$ cat src/design/slsd_pkg.sv
// ----------------------------------------------------------------------------
// slsd_pkg
// Shared types and constants for the sync/length/sum-checksum deframer.
// ----------------------------------------------------------------------------
package slsd_pkg;

   localparam int unsigned ByteWidth = 8;
   localparam int unsigned CsrIndexWidth = 2;

   // configuration register indexes
   localparam logic [CsrIndexWidth-1:0] CSR_PREAMBLE   = 2'd0;
   localparam logic [CsrIndexWidth-1:0] CSR_BUS_ID     = 2'd1;
   localparam logic [CsrIndexWidth-1:0] CSR_MESSAGE_ID = 2'd2;

   // register reset values
   localparam logic [ByteWidth-1:0] PreambleReset  = 8'd250;
   localparam logic [ByteWidth-1:0] BusIdReset     = 8'd255;
   localparam logic [ByteWidth-1:0] MessageIdReset = 8'd50;

   // one result item
   typedef struct packed {
      logic [ByteWidth-1:0] data_byte;
      logic [ByteWidth-1:0] byte_index;
      logic                 frame_end;
      logic                 checksum_good;
      logic [ByteWidth-1:0] frame_length;
   } result_type;

   // header match values handed to the parser
   typedef struct packed {
      logic [ByteWidth-1:0] preamble;
      logic [ByteWidth-1:0] bus_id;
      logic [ByteWidth-1:0] message_id;
   } header_cfg_type;

endpackage

$ cat src/design/sync_length_sum_checksum_deframer.sv
// ----------------------------------------------------------------------------
// sync_length_sum_checksum_deframer
// Byte-stream frame parser with header match and additive checksum.
// ----------------------------------------------------------------------------
// One received byte per item, one item per clock sustained. The block hunts
// for the preamble byte, then needs the bus-id and message-id bytes (a
// mismatch drops back to hunting; that byte is not re-checked as a preamble),
// then a length byte, that many payload bytes and one checksum byte. Every
// byte after the preamble is summed mod 256; the frame is good when the sum
// ends at zero. Each payload byte yields a result with its index; the checksum
// byte yields an end result (frame_end = 1, byte_index = frame_length) with
// checksum_good. Header bytes yield nothing. The parser state and 8-bit add
// feed a single result register, so rsp_valid rises in the cycle after the
// accept. req_stall rises only while that register holds a result refused by
// rsp_stall, so with a free-running consumer no input is ever stalled. The
// three match bytes are to be written through the csr_ port while the block
// is idle, which the block does not enforce; an unused csr_index is ignored.
// ----------------------------------------------------------------------------
module sync_length_sum_checksum_deframer (
   input  logic                                 clock,
   input  logic                                 reset,
   // configuration
   input  logic                                 csr_write,
   input  logic [slsd_pkg::CsrIndexWidth-1:0]   csr_index,
   input  logic [slsd_pkg::ByteWidth-1:0]       csr_wdata,
   // byte input
   input  logic                                 req_valid,
   output logic                                 req_stall,
   input  logic [slsd_pkg::ByteWidth-1:0]       req_rx_byte,
   // result output
   output logic                                 rsp_valid,
   input  logic                                 rsp_stall,
   output logic [slsd_pkg::ByteWidth-1:0]       rsp_data_byte,
   output logic [slsd_pkg::ByteWidth-1:0]       rsp_byte_index,
   output logic                                 rsp_frame_end,
   output logic                                 rsp_checksum_good,
   output logic [slsd_pkg::ByteWidth-1:0]       rsp_frame_length
);

   slsd_pkg::header_cfg_type cfg_ff;
   logic                     accept;
   logic                     emit;
   slsd_pkg::result_type     result;
   logic                     rsp_valid_ff, rsp_valid_in;
   slsd_pkg::result_type     rsp_ff;

   // configuration registers
   always_ff @(posedge clock) begin
      if (reset) begin
         cfg_ff.preamble   <= slsd_pkg::PreambleReset;
         cfg_ff.bus_id     <= slsd_pkg::BusIdReset;
         cfg_ff.message_id <= slsd_pkg::MessageIdReset;
      end else if (csr_write) begin
         case (csr_index)
            slsd_pkg::CSR_PREAMBLE:   cfg_ff.preamble   <= csr_wdata;
            slsd_pkg::CSR_BUS_ID:     cfg_ff.bus_id     <= csr_wdata;
            slsd_pkg::CSR_MESSAGE_ID: cfg_ff.message_id <= csr_wdata;
            default: ;  // unused index, write dropped
         endcase
      end
   end

   // take a byte whenever the result register is free or draining this cycle
   assign req_stall = rsp_valid_ff && rsp_stall;
   assign accept    = req_valid && !req_stall;

   slsd_parser u_parser (
      .clock   (clock),
      .reset   (reset),
      .step    (accept),
      .rx_byte (req_rx_byte),
      .cfg     (cfg_ff),
      .emit    (emit),
      .result  (result)
   );

   // result register
   always_comb begin
      if (accept) begin
         rsp_valid_in = emit;
      end else begin
         rsp_valid_in = rsp_valid_ff && rsp_stall;
      end
   end

   always_ff @(posedge clock) begin
      if (reset) begin
         rsp_valid_ff <= 1'b0;
      end else begin
         rsp_valid_ff <= rsp_valid_in;
      end
   end

   always_ff @(posedge clock) begin
      if (accept && emit) begin
         rsp_ff <= result;
      end
   end

   assign rsp_valid         = rsp_valid_ff;
   assign rsp_data_byte     = rsp_ff.data_byte;
   assign rsp_byte_index    = rsp_ff.byte_index;
   assign rsp_frame_end     = rsp_ff.frame_end;
   assign rsp_checksum_good = rsp_ff.checksum_good;
   assign rsp_frame_length  = rsp_ff.frame_length;

endmodule

$ cat src/design/slsd_parser.sv
// ----------------------------------------------------------------------------
// slsd_parser
// Frame state machine: header match, length capture, payload count and
// running 8-bit sum. Produces the result for the current byte combinationally.
// ----------------------------------------------------------------------------
module slsd_parser (
   input  logic                            clock,
   input  logic                            reset,
   input  logic                            step,
   input  logic [slsd_pkg::ByteWidth-1:0]  rx_byte,
   input  slsd_pkg::header_cfg_type        cfg,
   output logic                            emit,
   output slsd_pkg::result_type            result
);

   typedef enum logic [2:0] {
      PH_HUNT    = 3'd0,
      PH_SYNC1   = 3'd1,
      PH_SYNC2   = 3'd2,
      PH_SYNC3   = 3'd3,
      PH_PAYLOAD = 3'd4
   } phase_type;

   phase_type                     phase_ff, phase_in;
   logic [slsd_pkg::ByteWidth-1:0] length_ff, length_in;
   logic [slsd_pkg::ByteWidth-1:0] count_ff, count_in;
   logic [slsd_pkg::ByteWidth-1:0] sum_ff, sum_in;
   logic [slsd_pkg::ByteWidth-1:0] sum_add;

   assign sum_add = sum_ff + rx_byte;

   always_comb begin
      phase_in  = phase_ff;
      length_in = length_ff;
      count_in  = count_ff;
      sum_in    = sum_ff;
      emit      = 1'b0;
      result.data_byte     = rx_byte;
      result.byte_index    = count_ff;
      result.frame_end     = 1'b0;
      result.checksum_good = 1'b0;
      result.frame_length  = length_ff;
      case (phase_ff)
         PH_SYNC1: begin
            if (rx_byte == cfg.bus_id) begin
               sum_in   = rx_byte;
               phase_in = PH_SYNC2;
            end else begin
               phase_in = PH_HUNT;
            end
         end
         PH_SYNC2: begin
            if (rx_byte == cfg.message_id) begin
               sum_in   = sum_add;
               phase_in = PH_SYNC3;
            end else begin
               phase_in = PH_HUNT;
            end
         end
         PH_SYNC3: begin
            length_in = rx_byte;
            count_in  = '0;
            sum_in    = sum_add;
            phase_in  = PH_PAYLOAD;
         end
         PH_PAYLOAD: begin
            emit   = 1'b1;
            sum_in = sum_add;
            if (count_ff < length_ff) begin
               count_in = count_ff + 1'b1;
            end else begin
               // checksum byte closes the frame
               result.frame_end     = 1'b1;
               result.checksum_good = (sum_add == '0);
               phase_in  = PH_HUNT;
               length_in = '0;
               count_in  = '0;
               sum_in    = '0;
            end
         end
         default: begin
            phase_in = PH_HUNT;
            if (rx_byte == cfg.preamble) begin
               sum_in   = '0;
               phase_in = PH_SYNC1;
            end
         end
      endcase
   end

   always_ff @(posedge clock) begin
      if (reset) begin
         phase_ff  <= PH_HUNT;
         length_ff <= '0;
         count_ff  <= '0;
         sum_ff    <= '0;
      end else if (step) begin
         phase_ff  <= phase_in;
         length_ff <= length_in;
         count_ff  <= count_in;
         sum_ff    <= sum_in;
      end
   end

endmodule

$ cat config.mk
export PLATFORM = sky130hd
export DESIGN_NAME = sync_length_sum_checksum_deframer
export DESIGN_NICKNAME = d
export VERILOG_FILES = /design/src/design/slsd_pkg.sv /design/src/design/sync_length_sum_checksum_deframer.sv /design/src/design/slsd_parser.sv
export SDC_FILE = /design/constraint.sdc
export NUM_CORES = 1
export LEC_CHECK = 0
export BUFFER_PORTS_ARGS = -buffer_cell sky130_fd_sc_hd__buf_2
export CAP_MARGIN = 40
export CORE_MARGIN = 4
export CORE_UTILIZATION = 61
export CTS_CLUSTER_DIAMETER = 100
export DETAILED_ROUTE_END_ITERATION = 16
export HOLD_SLACK_MARGIN = 0.08
export PLACE_DENSITY = 0.85
export SLEW_MARGIN = 10
export SYNTH_ARGS = -nofsm -noshare
export SYNTH_HDL_FRONTEND = slang
export SYNTH_SLANG_ARGS = --single-unit
$ cat constraint.sdc
create_clock -name clock -period 5.4 [get_ports clock]
set_clock_uncertainty 0.1 [all_clocks]
set_input_delay 0.27 -clock clock [delete_from_list [all_inputs] [get_ports clock]]
set_output_delay 0.27 -clock clock [all_outputs]
set_load 0.01 [all_outputs]
* Yosys cells after proc, flatten, opt, wreduce, memory -nomap -nowiden
Cells that the tools add are included.
** Cells by class
- Eq/ne operators :: 12
- Add/sub/neg operators :: 2
- Magnitude comparators :: 1
- Multiply operators :: 0
- Bitwise operators :: 1
- Divide/modulo/power cells :: 0
- Shift-type cells :: 0
- Multiplexer cells :: 17
- Reductions and logical operators :: 16
** Operators by type and width (count)
- $mux 8 :: 6
- $pmux 8 s2 :: 2
- $pmux 8 s4 :: 1
- $eq 8x8->1 :: 3
- $pmux 3 s4 :: 1
- $reduce_and 2->1 :: 5
- $add 8x1->8 const B :: 1
- $add 8x8->8 :: 1
- $logic_not 8->1 :: 1
- $lt 8x8->1 :: 1
- $eq 3x2->1 const B :: 2
- $mux 2 :: 3
- $reduce_bool 5->1 :: 1
- $ne 2x1->1 const B :: 2
- $reduce_and 4->1 :: 1
- $eq 3x1->1 const B :: 1
- $eq 3x3->1 const B :: 1
- $logic_and 1x1->1 :: 3
- $mux 1 :: 3
- $mux 3 :: 1
- $reduce_and 3->1 :: 1
- $eq 2x1->1 const B :: 1
- $eq 2x2->1 const B :: 1
- $logic_not 2->1 :: 1
- other kinds (5) :: 5
** Storage, ports and cells
- Output and inout bits :: 28
- Memory bits (writable) :: 0
- Input bits :: 23
- Flip-flop bits (word level) :: 78
- Bits in read-only memories :: 0
- Latch bits :: 0
- Memories kept :: 0

* Depth between registers and ports, before layout
Gate-level depths: netlist of the first run.
- Word-level depth :: 4
- Gate-level depth with buffers :: 9

* Hierarchy
Synthesis of the first run repeated with hierarchy kept, for this count alone.
** Unflattened totals
- Cell total of the unflattened synthesis :: 393
- Area, all modules :: 4010.1 µm²
** Modules (own cells, without submodules)
- slsd_parser :: sequential area each 540.5 µm², instances 1, area each 2215.9 µm², cells each 263
- sync_length_sum_checksum_deframer :: sequential area each 1281.2 µm², instances 1, area each 1794.2 µm², cells each 130

* Worst setup path before layout of the first run
No wires, ideal clock.
- Path type :: register to register
- Start :: register u_parser.phase_ff[0]
- End :: register rsp_ff, in the netlist rsp_byte_index[0], enable pin
- Library setup time :: 0.409 ns
- Clock period less this slack :: 2.592 ns
- Buffers on the path :: 1
- Cell stages (with the launch flop) :: 5
- Path slack :: 2.808 ns
- Data arrival time :: 2.084 ns
- Path through :: dfxtp_1 > nor2_1 > nand2_1 > clkbuf_1 > nor2_1
** On the way
- Cells in the longest elaborated chain, start to end :: 3
** RTL lines
- from (decl) :: line slsd_parser.sv:24 : phase_type phase_ff, phase_in;
- from (signal assigned) :: line slsd_parser.sv:98 : phase_ff <= phase_in;
- $eq 3x3->1 :: line slsd_parser.sv:43 : case (phase_ff)
- $mux 1 :: line slsd_parser.sv:43
- $logic_and 1x1->1 :: line sync_length_sum_checksum_deframer.sv:95 : if (accept && emit) begin
- to (signal assigned) :: line sync_length_sum_checksum_deframer.sv:96 : rsp_ff <= result;
- to (decl) :: line sync_length_sum_checksum_deframer.sv:45 : slsd_pkg::result_type rsp_ff;
Every way passes these cells.
A chain may end at the register's enable or synchronous reset.

* Worst setup path in the final report of the first run
- Start :: register u_parser.phase_ff[0]
- End :: register u_parser.length_ff[2] in the netlist's numbering
** On the way
- Cells in the longest elaborated chain, start to end :: 3
- Elaborated cells between the ends (all ways) :: 6
** RTL lines
- $eq 3x3->1 / $eq 3x2->1 (equally long branches) :: line slsd_parser.sv:43
- $ne 2x2->1 (no source line) / $reduce_bool 2->1 (equally long branches)
- $reduce_and 3->1 (no source line)
- to (signal assigned) :: line slsd_parser.sv:99 : length_ff <= length_in;
- to (decl) :: line slsd_parser.sv:25 : logic [slsd_pkg::ByteWidth-1:0] length_ff, length_in;
Several ways; a longest one is shown, not always the timed one.

==> key figures, run 1 <==
Clocking
  – CTS max path bufs: 2
  – Clock Sink Count: 78
  – CTS tree: done
  – H-Tree Depth: 3
  – Clk Latency, worst-skew pair: 0.36 ns
  – CTS buffer count: 9
  – Root buffer cell: clkbuf_8
  – Clk pin slew, worst setup/hold paths: 0.08 ns

Cells and area
  – Multi-input logic area: 1780 µm²
  – Antenna fix cells: 0
  – Final Net Count: 460
  – Storage cell area: 1820 µm²
  – Area Growth Syn to Fin: 16.6%
  – Layout cells sized above 1: 18.3%
  – Fill cells: 410

Synth
  – Main synth FF type: dfxtp_1
  – #FFs+latches synth: 78
  – Synth cell count leaders: 52 x dfxtp_1, 47 x nand2_1, 32 x xor2_1, 28 x nor2_1, 26 x edfxtp_1
  – Synth area leaders: dfxtp_1 28%, edfxtp_1 21%, xor2_1 7.6%
  – Syn_nets: 401
  – Synth Area per Inst: 10.2 µm²
  – Share of the synthesized area in the top cell type: 28.1%
  – Most common cell in the synthesized netlist: dfxtp_1
  – FFs w/ async S/R, synth: 0%
  – Cells after Synth: 362
  – Synth cell types: 47
  – Number of synthesized flops with an enable pin: 26
  – Leading area contributor after synthesis: dfxtp_1
  – Ys Warns: 0
  – Sequential share of the synthesized area: 49.2%
  – Post-Synthesis Cell Area: 3700 µm²

Routing
  – Initial DRC Count: 227
  – Routed len/inst: 17.0 µm
  – Final WL: 8520 µm
  – Antenna Nets Post-Route: 0
  – First-pass DRT Iterations: 4
  – Vias: 2873
  – DR DRC count: 0
  – Vias per cell: 5.73

Floorplan
  – IO Pins: 51
  – Die area: 7380 µm²
  – Core Area: 5920 µm²
  – Initial Utilization: 62.5%
  – Die X: 85.9 µm
  – Die Y: 85.9 µm
  – Row cnt: 28

GRT
  – Routing usage on met3: 4.71%
  – Total congestion overflow: 0
  – Met1 Track Usage GR: 29.0%
  – Initial antenna violation count: 0
  – First-pass GRT wire length: 13900 µm
  – Largest net degree at the start of global routing: 44
  – Met2 Use GR: 41.8%
  – Gr busiest metal: met2
  – Vias in the first global route: 2895
  – Gr usage total: 24.4%

Worst hold path
  – Hold wc startpoint: csr_wdata[5]
  – Worst Hold Class: primary input to flip-flop

Flow run
  – Max-cap viol count: 0

Setup path
  – R2r setup slk: 2.66 ns
  – CP Launch Type: flip-flop
  – Worst EP arrival: 2.85 ns
  – RR Endpoint: u_parser.length_ff[2]$_SDFFE_PP0P_
  – CP required: 5.50 ns
  – Worst path max stage delay: 0.75 ns
  – Worst reg2reg path depth: 6
  – Critical Path Slowest Stage Cell: a21oi_1
  – CP startpoint: u_parser.phase_ff[0]$_SDFFE_PP0P_
  – Crit path depth: 6
  – Crit Path Class: flip-flop to flip-flop
  – Crit Reg-Reg Startpoint: u_parser.phase_ff[0]$_SDFFE_PP0P_
  – CP endpoint: u_parser.length_ff[2]$_SDFFE_PP0P_
  – Crit path max-delay family: simple AND/OR/NAND/NOR gates
  – CP max FO: 13
  – Crit end category: flip-flop
  – Critical-path cell list: nor2_1 > nand2_1 > a21oi_1 > nand2b_1 > nand2_1 > a21oi_1
  – Worst Path Buf+Inv: 0

Placed design
  – Gpl congestion: 0.887
  – # port buffers: 50
  – Hpwl dp: 6030 µm

Power and ir drop
  – Logic pwr share: 6.3%
  – Sw Ratio: 21.4%
  – VDD IR max: 0.199 mV
  – Sequential share of power: 51.2%
  – Net Sw Power: 0.000257 W
  – Pint: 0.000947 W
  – Pwr Total: 0.00120 W
  – Leak: 1.72 nW
  – PwrDens: 279 nW/µm²
  – Clock power frac: 42.5%

Timing
  – Unrepaired setup endpoints after global routing: no
  – Max-slew violations: 0
  – Final Hold Fails: 0
  – Setup TNS: 0 ns
  – Slew Limit Headroom: 49.0%
  – Worst Max-Slew Pin Slew: 0.756 ns
  – Final setup viols: 0
  – Final period util: 50.8%
  – Fmax: 364 MHz
  – Minimum clock period: 2.74 ns

Outcome
  – Status: complete, no violations
[cells by family after synthesis]
| logic type | count (synthesis) | synth area share, % |
|---|---|---|
| muxes | 8 | 2.20 |
| and+or+nand+nor | 138 | 19.7 |
| adders and majority gates | 16 | 5.61 |
| buffers and inverters | 25 | 2.84 |
| xor gates and xnor gates | 37 | 8.76 |
| DFF | 78 | 49.2 |
| AOI/OAI and AO/OA | 60 | 11.6 |
[power by group through the flow]
stage	clock, W	combinational (W)	sequential (W)
after floorplan	0	0.0000443	0.000629
after global placement	0	0.0000692	0.000630
after detailed placement	0	0.0000715	0.000630
after CTS	0.000512	0.0000759	0.000617
after global routing	0.000542	0.0000833	0.000618
final	0.000511	0.0000764	0.000617
[registers in the layout, indices dropped and copies added (netlist names)]
register and cells:
rsp_valid 1, u_parser.count_ff 8, rsp_frame_length 8, u_parser.phase_ff 3
u_parser.sum_ff 8, u_parser.length_ff 8, cfg_ff 24, rsp_data_byte 8
rsp_byte_index 8, rsp_frame_end 1, rsp_checksum_good 1
[worst reg2reg max path, stage by stage, from the launching register on]
cell	delay [ns]
dfxtp_1	0.37
nor2_1	0.24
nand2_1	0.40
a21oi_1	0.75
nand2b_1	0.43
nand2_1	0.20
a21oi_1	0.09
[worst min-delay path by stage]
stage	slack, ns	endpoint	depth (start not counted)
5_1_grt	0.10	cfg_ff[21]$_SDFFE_PP1P_	2
4_1_cts	0.08	cfg_ff[21]$_SDFFE_PP1P_	2
3_5_place_dp	0.34	rsp_frame_length[6]$_DFFE_PP_	0
6_report	0.07	cfg_ff[21]$_SDFFE_PP1P_	2
2_1_floorplan	0.27	rsp_data_byte[0]$_DFFE_PP_	0
3_3_place_gp	0.34	rsp_frame_length[5]$_DFFE_PP_	0
[final cells by class]
class                   instances  share of cell area [%]
flip-flops and latches         78                    42.2
multi-input cells             259                    41.1
repair buffers                 60                    8.03
clock buffers                  11                    3.04
clock inverters                 5                    2.26
well taps                      75                    2.17
inverters                      13                    1.13
[metal layers]
layer,share of wire [%],vias up
met5,0,-
met4,2.5,0
met3,7.5,20
met2,51,99
met1,39,1360
li1,-,1394
[what timing repair did]
item                      in CTS  in global routing
buffers inserted               0                  0
resized for setup              0                  0
hold endpoints to repair      10                  0
hold buffers                   7                  0
[stage by stage]
step | instances | instance area, µm² | util, % | hold slack, ns | setup WS, ns
2_1_floorplan | 362 | 3700 | - | 0.269 | 2.81
3_3_place_gp | 477 | 4010 | 67.6 | 0.338 | 2.30
3_5_place_dp | 478 | 4020 | 67.8 | 0.344 | 2.74
4_1_cts | 501 | 4320 | 72.9 | 0.0804 | 2.69
5_1_grt | 501 | 4320 | 72.9 | 0.101 | 2.40
6_report | 501 | 4320 | 72.9 | 0.0743 | 2.66
[cells in the final DEF (no fill, tap or decap), drive strengths merged, types with 5 or more instances in the layout]
cell type     n
a22oi         8
nand2b        5
nor4          8
dlygate4sd3   7
nand3        16
inv          13
nor2         28
clkbuf       11
xor2         32
xnor2         5
a211o         9
mux2i         7
nand2        47
a21oi        21
dfxtp        52
o21ai         9
buf          53
nand3b        9
nor2b         8
edfxtp       26
ha           15
Power figures use the tool's default switching activity.
==> run 2: changes to the inputs <==
CORE_UTILIZATION = 52   (was 61)
PLACE_DENSITY = 0.77   (was 0.85)
clock period = 2.4 ns   (was 5.4 ns; I/O delays follow)
==> key figures, run 2 (same netlist as run 1, synthesis figures left out) <==
Setup path
  – Crit end category: flip-flop
  – Worst reg2reg path depth: 7
  – CP required: 2.47 ns
  – Worst EP arrival: 2.38 ns
  – CP max FO: 8
  – CP startpoint: req_rx_byte[1]
  – Crit Reg-Reg Startpoint: u_parser.sum_ff[3]$_SDFFE_PP0P_
  – R2r setup slk: 0.10 ns
  – RR Endpoint: rsp_checksum_good$_SDFFCE_PP0P_
  – Crit Path Class: primary input to flip-flop
  – CP Launch Type: primary input

Cells and area
  – Fill cells: 542
  – Flip-flop count of the largest register after layout: 24
  – Final Net Count: 488
  – Area Growth Syn to Fin: 23.4%
  – Most common library cell in the layout ignoring fill and taps: dfxtp_1
  – Commonest non-fill, non-tap cells in the layout: 52 x dfxtp_1, 49 x buf_2, 47 x nand2_1
  – Antenna fix cells: 0
  – Layout cells sized above 1: 21.6%
  – Most flop-heavy register: cfg_ff

GRT
  – Initial antenna violation count: 0
  – Gr usage total: 20.8%
  – Largest net degree at the start of global routing: 27
  – First-pass GRT wire length: 13600 µm
  – Total congestion overflow: 0
  – Vias in the first global route: 2842

Clocking
  – CTS max path bufs: 2
  – H-Tree Depth: 3
  – CTS buffer count: 9
  – Clk pin slew, worst setup/hold paths: 0.08 ns
  – Setup bufs post-CTS: 0
  – Root buffer cell: clkbuf_8
  – Clock Sink Count: 78
  – CTS tree: done
  – Clk Latency, worst-skew pair: 0.36 ns

Placed design
  – Pre-CTS WS: 0.0923 ns
  – # port buffers: 50
  – Hpwl dp: 5930 µm
  – Gpl congestion: 0.883

Timing
  – Max-slew violations: 0
  – Minimum clock period: 2.31 ns
  – Slew Limit Headroom: 59.8%
  – Final period util: 96.3%
  – Unrepaired setup endpoints after global routing: yes
  – PnR worst setup slack: 0.0894 ns
  – Final Hold Fails: 0
  – Fmax: 433 MHz
  – Final setup viols: 0
  – Worst Max-Slew Pin Slew: 0.601 ns

Routing
  – First-pass DRT Iterations: 4
  – Vias per cell: 5.32
  – Vias: 2927
  – Final WL: 8330 µm
  – Antenna Nets Post-Route: 0
  – Routed len/inst: 15.1 µm
  – DR DRC count: 0
  – Initial DRC Count: 192

Floorplan
  – Initial Utilization: 53.9%
  – Row cnt: 30
  – Die area: 8530 µm²
  – Die Y: 92.4 µm
  – IO Pins: 51
  – Die X: 92.4 µm
  – Core Area: 6870 µm²

Power and ir drop
  – Pwr Total: 0.00253 W
  – Leak: 1.84 nW
  – VDD IR max: 0.318 mV
  – PwrDens: 553 nW/µm²

Flow run
  – Max-cap viol count: 0

Outcome
  – Status: complete, no violations

Worst hold path
  – Hold path depth: 4
  – Worst Hold Class: primary input to flip-flop
  – Hold endpoint: cfg_ff[8]$_SDFFE_PP1P_
  – Hold wc startpoint: csr_index[1]
==> run 2: changes by cell type in the layout (fill, tap and decap cells not counted), sizes merged <==
cell | before | now
buf | 53 | 68
bufinv | 3 | 1
clkinv | 2 | 3
dlygate4sd3 | 7 | 19
clkbuf | 11 | 13
==> run 2: layout make-up <==
type	instances	area, µm²	area share (%)
Inverter	13	48.8	1.07
Clock inverter	4	48.8	1.07
Tap cell	96	120	2.63
Multi-Input combinational cell	259	1790	39.3
Clock buffer	12	135	2.96
Sequential cell	78	1820	39.9
Timing Repair Buffer	88	598	13.1
==> run 2: routing by layer <==
metal | routed length, µm | up-vias | global-route usage (%) | part of all wire (%)
met5 | 0 | - | 0 | 0
met4 | 193 | 0 | 10.3 | 2.3
met3 | 381 | 17 | 4.14 | 4.6
met2 | 4060 | 83 | 34.0 | 49
met1 | 3700 | 1379 | 26.2 | 44
li1 | - | 1448 | - | -
==> run 2: how the worst max path moves through the flow <==
stage	end	slack, ns	depth (start not counted)
6_report	rsp_checksum_good$_SDFFCE_PP0P_	0.09	9
4_1_cts	rsp_checksum_good$_SDFFCE_PP0P_	0.02	9
5_1_grt	rsp_checksum_good$_SDFFCE_PP0P_	-0.08	10
3_3_place_gp	rsp_checksum_good$_SDFFCE_PP0P_	0.19	8
3_5_place_dp	rsp_checksum_good$_SDFFCE_PP0P_	0.09	7
2_1_floorplan	rsp_byte_index[0]$_DFFE_PP_	0.23	4
==> run 2: where the power goes <==
group	switching [W]	internal (W)	total [W]
logic	0.000108	0.0000898	0.000198
registers	0.0000120	0.00137	0.00139
clock network	0.000461	0.000480	0.000941
==> run 2: stage by stage <==
stage | instances | util (%) | TNS, ns | cell area (µm²) | hold WS (ns)
4_1_cts | 550 | 66.2 | 0 | 4550 | 0.0811
3_3_place_gp | 515 | 60.7 | 0 | 4170 | 0.270
2_1_floorplan | 362 | - | 0 | 3700 | 0.119
6_report | 550 | 66.4 | 0 | 4560 | 0.0863
5_1_grt | 550 | 66.4 | -0.0774 | 4560 | 0.121
3_5_place_dp | 515 | 60.7 | 0 | 4170 | 0.277
==> run 2: critical path, cell delays in order <==
cell and delay [ns]:
dlygate4sd3_1 0.53, clkbuf_4 0.21, fa_1 0.47, a21o_1 0.20
a21oi_2 0.17, o21bai_1 0.08, a21oi_1 0.19, xnor2_1 0.12
nor4b_2 0.28
==> run 2: what timing repair did <==
action,in CTS,in global routing
endpoints found under the setup margin,0,9
hold endpoints to repair,45,0
gates resized for setup,0,5
hold buffers,19,0
